--- src/rtl/core/ppal_pkg.sv ---
// ----------------------------------------------------------------------------
// ppal_pkg: shared types and constants
// Request and result layouts, command and status codes, CORDIC tables.
// ----------------------------------------------------------------------------
package ppal_pkg;

  typedef enum logic [1:0] {
    CMD_CLEAR  = 2'd0,
    CMD_APPEND = 2'd1,
    CMD_QUERY  = 2'd2,
    CMD_NOP    = 2'd3
  } cmd_t;

  typedef enum logic [1:0] {
    STAT_OK    = 2'd0,
    STAT_FULL  = 2'd1,
    STAT_EMPTY = 2'd2
  } status_t;

  typedef enum logic [1:0] {
    ST_IDLE,
    ST_WALK,
    ST_ROT,
    ST_MUL
  } state_t;

  typedef struct packed {
    cmd_t               cmd;
    logic signed [31:0] start_x;
    logic signed [31:0] start_y;
    logic [15:0]        heading;
    logic signed [31:0] seg_len;
    logic               backward;
    logic [1:0]         kind;
    logic [31:0]        speed;
    logic signed [31:0] qdist;
  } req_t;

  typedef struct packed {
    logic [31:0] x;
    logic [31:0] y;
    logic [15:0] heading;
    logic [31:0] seg_len;
    logic [2:0]  dir_kind;
    logic [31:0] speed;
  } seg_t;

  typedef struct packed {
    logic [31:0] x;
    logic [31:0] y;
    logic [15:0] heading;
    logic [31:0] seg_len;
    logic        backward;
    logic [1:0]  kind;
    logic [31:0] speed;
    logic [10:0] count;
    status_t     status;
  } res_t;

  localparam int TOTAL_W = 42;
  localparam logic signed [28:0] INV_GAIN = 29'sd163008219;

  // arctangent of 2^-i in 2^-32 turn units
  function automatic logic [31:0] atan_turn(input logic [4:0] i);
    logic [31:0] v;
    unique case (i)
      5'd0:  v = 32'd536870912;
      5'd1:  v = 32'd316933406;
      5'd2:  v = 32'd167458907;
      5'd3:  v = 32'd85004756;
      5'd4:  v = 32'd42667331;
      5'd5:  v = 32'd21354465;
      5'd6:  v = 32'd10679838;
      5'd7:  v = 32'd5340245;
      5'd8:  v = 32'd2670163;
      5'd9:  v = 32'd1335087;
      5'd10: v = 32'd667544;
      5'd11: v = 32'd333772;
      5'd12: v = 32'd166886;
      5'd13: v = 32'd83443;
      5'd14: v = 32'd41722;
      5'd15: v = 32'd20861;
      5'd16: v = 32'd10430;
      5'd17: v = 32'd5215;
      5'd18: v = 32'd2608;
      5'd19: v = 32'd1304;
      5'd20: v = 32'd652;
      5'd21: v = 32'd326;
      5'd22: v = 32'd163;
      5'd23: v = 32'd81;
      default: v = 32'd0;
    endcase
    return v;
  endfunction

endpackage

--- src/rtl/core/ppal_front.sv ---
// ----------------------------------------------------------------------------
// ppal_front: request intake
// Unpacks and classifies incoming requests into a two-entry queue.
// ----------------------------------------------------------------------------
module ppal_front (
  input  logic            clk,
  input  logic            rst,
  input  logic            in_valid,
  output logic            in_ready,
  input  logic [183:0]    in_data,
  input  logic [1:0]      in_user,
  output logic            q_valid,
  output ppal_pkg::req_t  q_req,
  input  logic            q_pop
);

  ppal_pkg::req_t fifo [2];
  logic           wr_ptr;
  logic           rd_ptr;
  logic [1:0]     fill;
  ppal_pkg::req_t req;
  logic           push;

  always_comb begin
    req.cmd      = ppal_pkg::cmd_t'(in_user);
    req.start_x  = in_data[31:0];
    req.start_y  = in_data[63:32];
    req.heading  = in_data[79:64];
    req.seg_len  = in_data[111:80];
    req.backward = in_data[112];
    req.kind     = in_data[114:113];
    req.speed    = in_data[146:115];
    req.qdist    = in_data[178:147];
  end

  assign in_ready = (fill != 2'd2);
  assign push     = in_valid && in_ready;
  assign q_valid  = (fill != 2'd0);
  assign q_req    = fifo[rd_ptr];

  always_ff @(posedge clk) begin
    if (push) begin
      fifo[wr_ptr] <= req;
    end
  end

  always_ff @(posedge clk) begin
    if (rst) begin
      wr_ptr <= 1'b0;
      rd_ptr <= 1'b0;
      fill   <= 2'd0;
    end else begin
      if (push) begin
        wr_ptr <= ~wr_ptr;
      end
      if (q_pop) begin
        rd_ptr <= ~rd_ptr;
      end
      fill <= fill + 2'(push) - 2'(q_pop);
    end
  end

endmodule

--- config.mk ---
export PLATFORM = sky130hd
export DESIGN_NAME = ppal_front
export DESIGN_NICKNAME = d
export VERILOG_FILES = /design/src/rtl/core/ppal_pkg.sv /design/src/rtl/core/ppal_front.sv
export SDC_FILE = /design/constraint.sdc
export NUM_CORES = 1
export LEC_CHECK = 0
export BUFFER_PORTS_ARGS = -buffer_cell sky130_fd_sc_hd__buf_4
export CELL_PAD_IN_SITES_DETAIL_PLACEMENT = 0
export CELL_PAD_IN_SITES_GLOBAL_PLACEMENT = 1
export CORE_ASPECT_RATIO = 0.7
export CORE_UTILIZATION = 44
export CTS_CLUSTER_DIAMETER = 100
export DETAILED_ROUTE_END_ITERATION = 8
export HOLD_SLACK_MARGIN = 0.06
export PLACE_DENSITY_LB_ADDON = 0.1
export REMOVE_ABC_BUFFERS = 1
export SLEW_MARGIN = 20
export SYNTH_ARGS = -nofsm -noshare
export SYNTH_HDL_FRONTEND = slang
export SYNTH_SLANG_ARGS = --single-unit
--- constraint.sdc ---
create_clock -name clk -period 7 [get_ports clk]
set_input_delay 1.05 -clock clk [delete_from_list [all_inputs] [get_ports clk]]
set_output_delay 1.05 -clock clk [all_outputs]
set_load 0.01 [all_outputs]
======== After elaboration in Yosys (flattened, before gate mapping) ========
Memories as Yosys holds them, arrays and structs flattened. A register that Yosys moved wholly into a read port is not among the register bits.
Index checks and enable logic that the tools add are counted.
word-level totals
  bits in registers ....................... 4
  bits in writable memories ............... 362
  input bits .............................. 190
  output and inout bits ................... 183
  logic and storage cells ................. 15
  memories ................................ 1
memories
  name  depth  width  rd ports  clocked after Yosys merged registers in  wr ports  RTL line          source
  fifo  2      181    1         1                                        1         ppal_front.sv:17  ppal_pkg::req_t fifo [2];
cells by class
  add/subtract/negate cells ............... 2
  equality and inequality tests ........... 1
  multiplexer cells ....................... 4
  bitwise gates (word level) .............. 2
  reductions and logical operators ........ 2
operator list
  cell                                          count
  1-bit two-way mux                             4
  2-bit by 1-bit adder with 2-bit output        1
  2-bit inequality test, second input constant  1
  1-bit inverter                                2
  2-bit nonzero test                            1
  2-bit by 1-bit subtractor with 2-bit output   1
  1-bit logical AND                             1

======== Depth between registers and ports, before layout ========
  word-level depth ........................ 4
  gate-level depth with buffers ........... 7
  mapped depth without buffers ............ 7

======== Worst setup path before layout ========
Ideal clock, no wire load.
  kind .................................... input -> register
  from .................................... input port in_valid
  to ...................................... memory fifo[1][0] (netlist bit), enable pin
  setup time .............................. 0.564 ns
  arrival ................................. 5.241 ns
  required time ........................... 6.436 ns
  setup slack ............................. 1.195 ns
  stages on the path ...................... 1
  buffers on the path ..................... 0
  cell sequence ........................... and3_1
between the ends
  word-level cells in the longest chain between the ends .. 3
ends and longest elaborated chain
  item                                     RTL line          source
  start, declared                          ppal_front.sv:8   input logic in_valid,
  1-bit logical AND                        ppal_front.sv:37  assign push = in_valid && in_ready;
  1-bit two-way mux                        ppal_front.sv:42  if (push) begin
  1-bit two-way mux (implied by the code)  ppal_front.sv:43  fifo[wr_ptr] <= req;
  end, declared                            ppal_front.sv:17
No other way between the ends.

==> results_dict.tcl <==
set metrics [dict create \
    clkTransAtPathRegs_ns 0.05 \
    setup_tns_ns 0 \
    start_util_pct 45.1 \
    hold_class "flip-flop to flip-flop" \
    pin_count 373 \
    firstDrtPassIters 4 \
    clockBufferDepth 3 \
    layout.cells.non_filler 1424 \
    route.detailed.drc 0 \
    cts_setup_buffers 0 \
    regToRegEndpoint "fifo[1][3]$_DFFE_PP_" \
    final_antenna_net_count 0 \
    dpl-instance-area_sq_mm 0.0168 \
    start_kind "flip-flop" \
    setup_viol 0 \
    worstMarginPinSlew_ns 1.04 \
    hold_path_depth 2 \
    crit_path_end_kind "primary output" \
    rows 53 \
    utilization_pct 59.8 \
    crit_top_cell "buf_4" \
    finalInstanceArea_sq_mm 0.0181 \
    post_cts_resize_count 0 \
    fmax_mhz 286 \
    ctsHoldBuffers 0 \
    skew_ns 0.0107 \
    ctsHtreeMaxLevel 2 \
    synthTopCellsByArea "edfxtp_1, mux2_4, mux2_2" \
    grt_pass1_vias 6784 \
    layout.cells.most_common "buf_4" \
    dieHeight_um 149 \
    core_area_sq_mm 0.0303 \
    synth.distinct_cells 23 \
    yosysWarnings 0 \
    cts_root_buf "clkbuf_16" \
    place.gp.congestion 0.707 \
    grt.busiest_layer "met2" \
    drt_iter0_markers 265 \
    die_w_um 213 \
    hold_end "rd_ptr$_SDFFE_PP0P_" \
    grt.total_usage_pct 17.3 \
    met3_usage_pct 8.77 \
    rsz0062_at_grt "false" \
    wl_mm 28.1 \
    power_density_mw_per_mm2 305 \
    die-area_sq_mm 0.0318 \
    grt_max_degree 120 \
    ys_seq_elements 367 \
    slew_headroom_pct 30.8 \
    vdd_drop_max_mv 0.192 \
    rrSetupSlack_ns 4.40 \
    hp-start "rd_ptr$_SDFFE_PP0P_" \
    status "complete, no violations" \
    layout-drive-gt1-share_pct 60.3 \
    synth_area_sq_mm 0.0137 \
    netlist_instances 592 \
    numPortBuffers 367 \
    cts_buffers 38 \
    hold_violations 0 \
    met2_usage_pct 27.1 \
    grt_first_pass_wirelength_mm 40.4 \
    reg2reg_depth 3 \
    use_met1_pct 20.7 \
    final_cell_mix "buf_4, edfxtp_1, mux2_2" \
    cp.required_ns 5.95 \
    worstPathMaxFanout 56 \
    regToRegStartpoint "fill[0]$_SDFF_PP0_" \
    period_share_pct 49.9 \
    vias 6737 \
    grt_remaining_overflow 0 \
    dp_hpwl_mm 18.3 \
    syn_to_final_growth_pct 32.6 \
    maxCapViolations 0 \
    seq_area_frac_synth_pct 80.3 \
    clock_sinks 367 \
    cts_tree "built" \
    cpMaxStageDelayCell "buf_4" \
    routedWlPerCell_um 19.8 \
    min_period_ns 3.49 \
    via_per_inst 4.73 \
    synth_top_area_share_pct 79.6 \
    antenna_found_initial 2 \
    worstSetupPathType "flip-flop to primary output" \
    p_leak_uw 0.00691 \
    yosysTopAreaCell "edfxtp_1" \
    dp_cells 1356 \
    fin_nets 1175 \
    insertion_delay_ns 0.52 \
    arrival_ns 2.44 \
    cp_top_family "buffers and inverters" \
    max_stage_delay_ns 0.83 \
    critPathBufInv 2 \
    synth.avg_cell_area_sq_um 23.1 \
    drv_slew 0 \
    crit_path_cell_trace "buf_4, mux2_2, buf_4" \
]
## stage by stage
stage	hold slack (ns)	setup slack, ns	power, uW
finish	0.517	3.51	5520
global route	0.606	3.38	5730
CTS	0.524	3.45	5590
detailed placement	0.499	3.82	3540
global placement	0.501	3.82	3530
floorplan	0.480	-0.325	3200
## layer usage
metal	part of all wire, %	vias to the layer above	wire length, um
li1	-	3147	-
met1	39	3302	11000
met2	47	238	13300
met3	11	48	3200
met4	2.3	2	654
met5	0.060	-	17
## cell usage after synthesis (all sizes together)
cell type / count
a2111oi: 1
a21bo: 1
a21boi: 1
a21oi: 1
and3: 1
buf: 20
dfxtp: 5
edfxtp: 362
ha: 1
inv: 4
mux2: 181
nand2: 1
nand2b: 1
nand3b: 1
nand4: 2
nand4b: 1
nor2: 3
nor2b: 1
or2: 1
or4b: 1
xnor2: 2
## cell type report
| cell class | count | area [sq um] |
|---|---|---|
| diodes | 1 | 2.50 |
| clock buffers | 50 | 1060 |
| clock inverters | 17 | 205 |
| fillers | 2306 | 12200 |
| inverters | 4 | 20.0 |
| multi-input cells | 201 | 2520 |
| flip-flops and latches | 367 | 11000 |
| well taps | 412 | 515 |
| repair buffers | 372 | 2820 |
## cells by family after synthesis
| family | Yosys count | synth area share, % |
|---|---|---|
| xor gates and xnor gates | 2 | 0.128 |
| DFF | 367 | 80.3 |
| AOI/OAI and AO/OA | 4 | 0.229 |
| buffers and inverters | 24 | 1.30 |
| muxes | 181 | 17.4 |
| and+or+nand+nor | 13 | 0.577 |
| adders and majority gates | 1 | 0.0916 |
## worst max-delay path by stage
| stage | endpoint | slack [ns] | cells past startpoint |
|---|---|---|---|
| 2_1_floorplan | q_req[0] | -0.33 | 1 |
| 4_1_cts | q_req[2] | 3.45 | 3 |
| 6_report | q_req[2] | 3.51 | 3 |
| 3_3_place_gp | fifo[0][162]$_DFFE_PP_ | 3.82 | 4 |
| 5_1_grt | q_req[2] | 3.38 | 3 |
| 3_5_place_dp | fifo[0][118]$_DFFE_PP_ | 3.82 | 4 |
## worst min-delay path, cell delays in order (launching register included)
cell     delay (ns)
dfxtp_1        0.32
xnor2_1        0.08
nor2_1         0.08
## power breakdown
group | internal, uW | switching, uW | leakage [uW]
Combinational | 424 | 380 | 0.00288
Sequential | 2640 | 41.5 | 0.00342
Clock | 1250 | 789 | 0.000616
## sequential cells by signal, indices dropped and copies added (netlist names), named ones only
| signal | cells |
|---|---|
| wr_ptr | 1 |
| fill | 2 |
| rd_ptr | 1 |
| fifo | 362 |
Power figures use the tool's default switching activity.
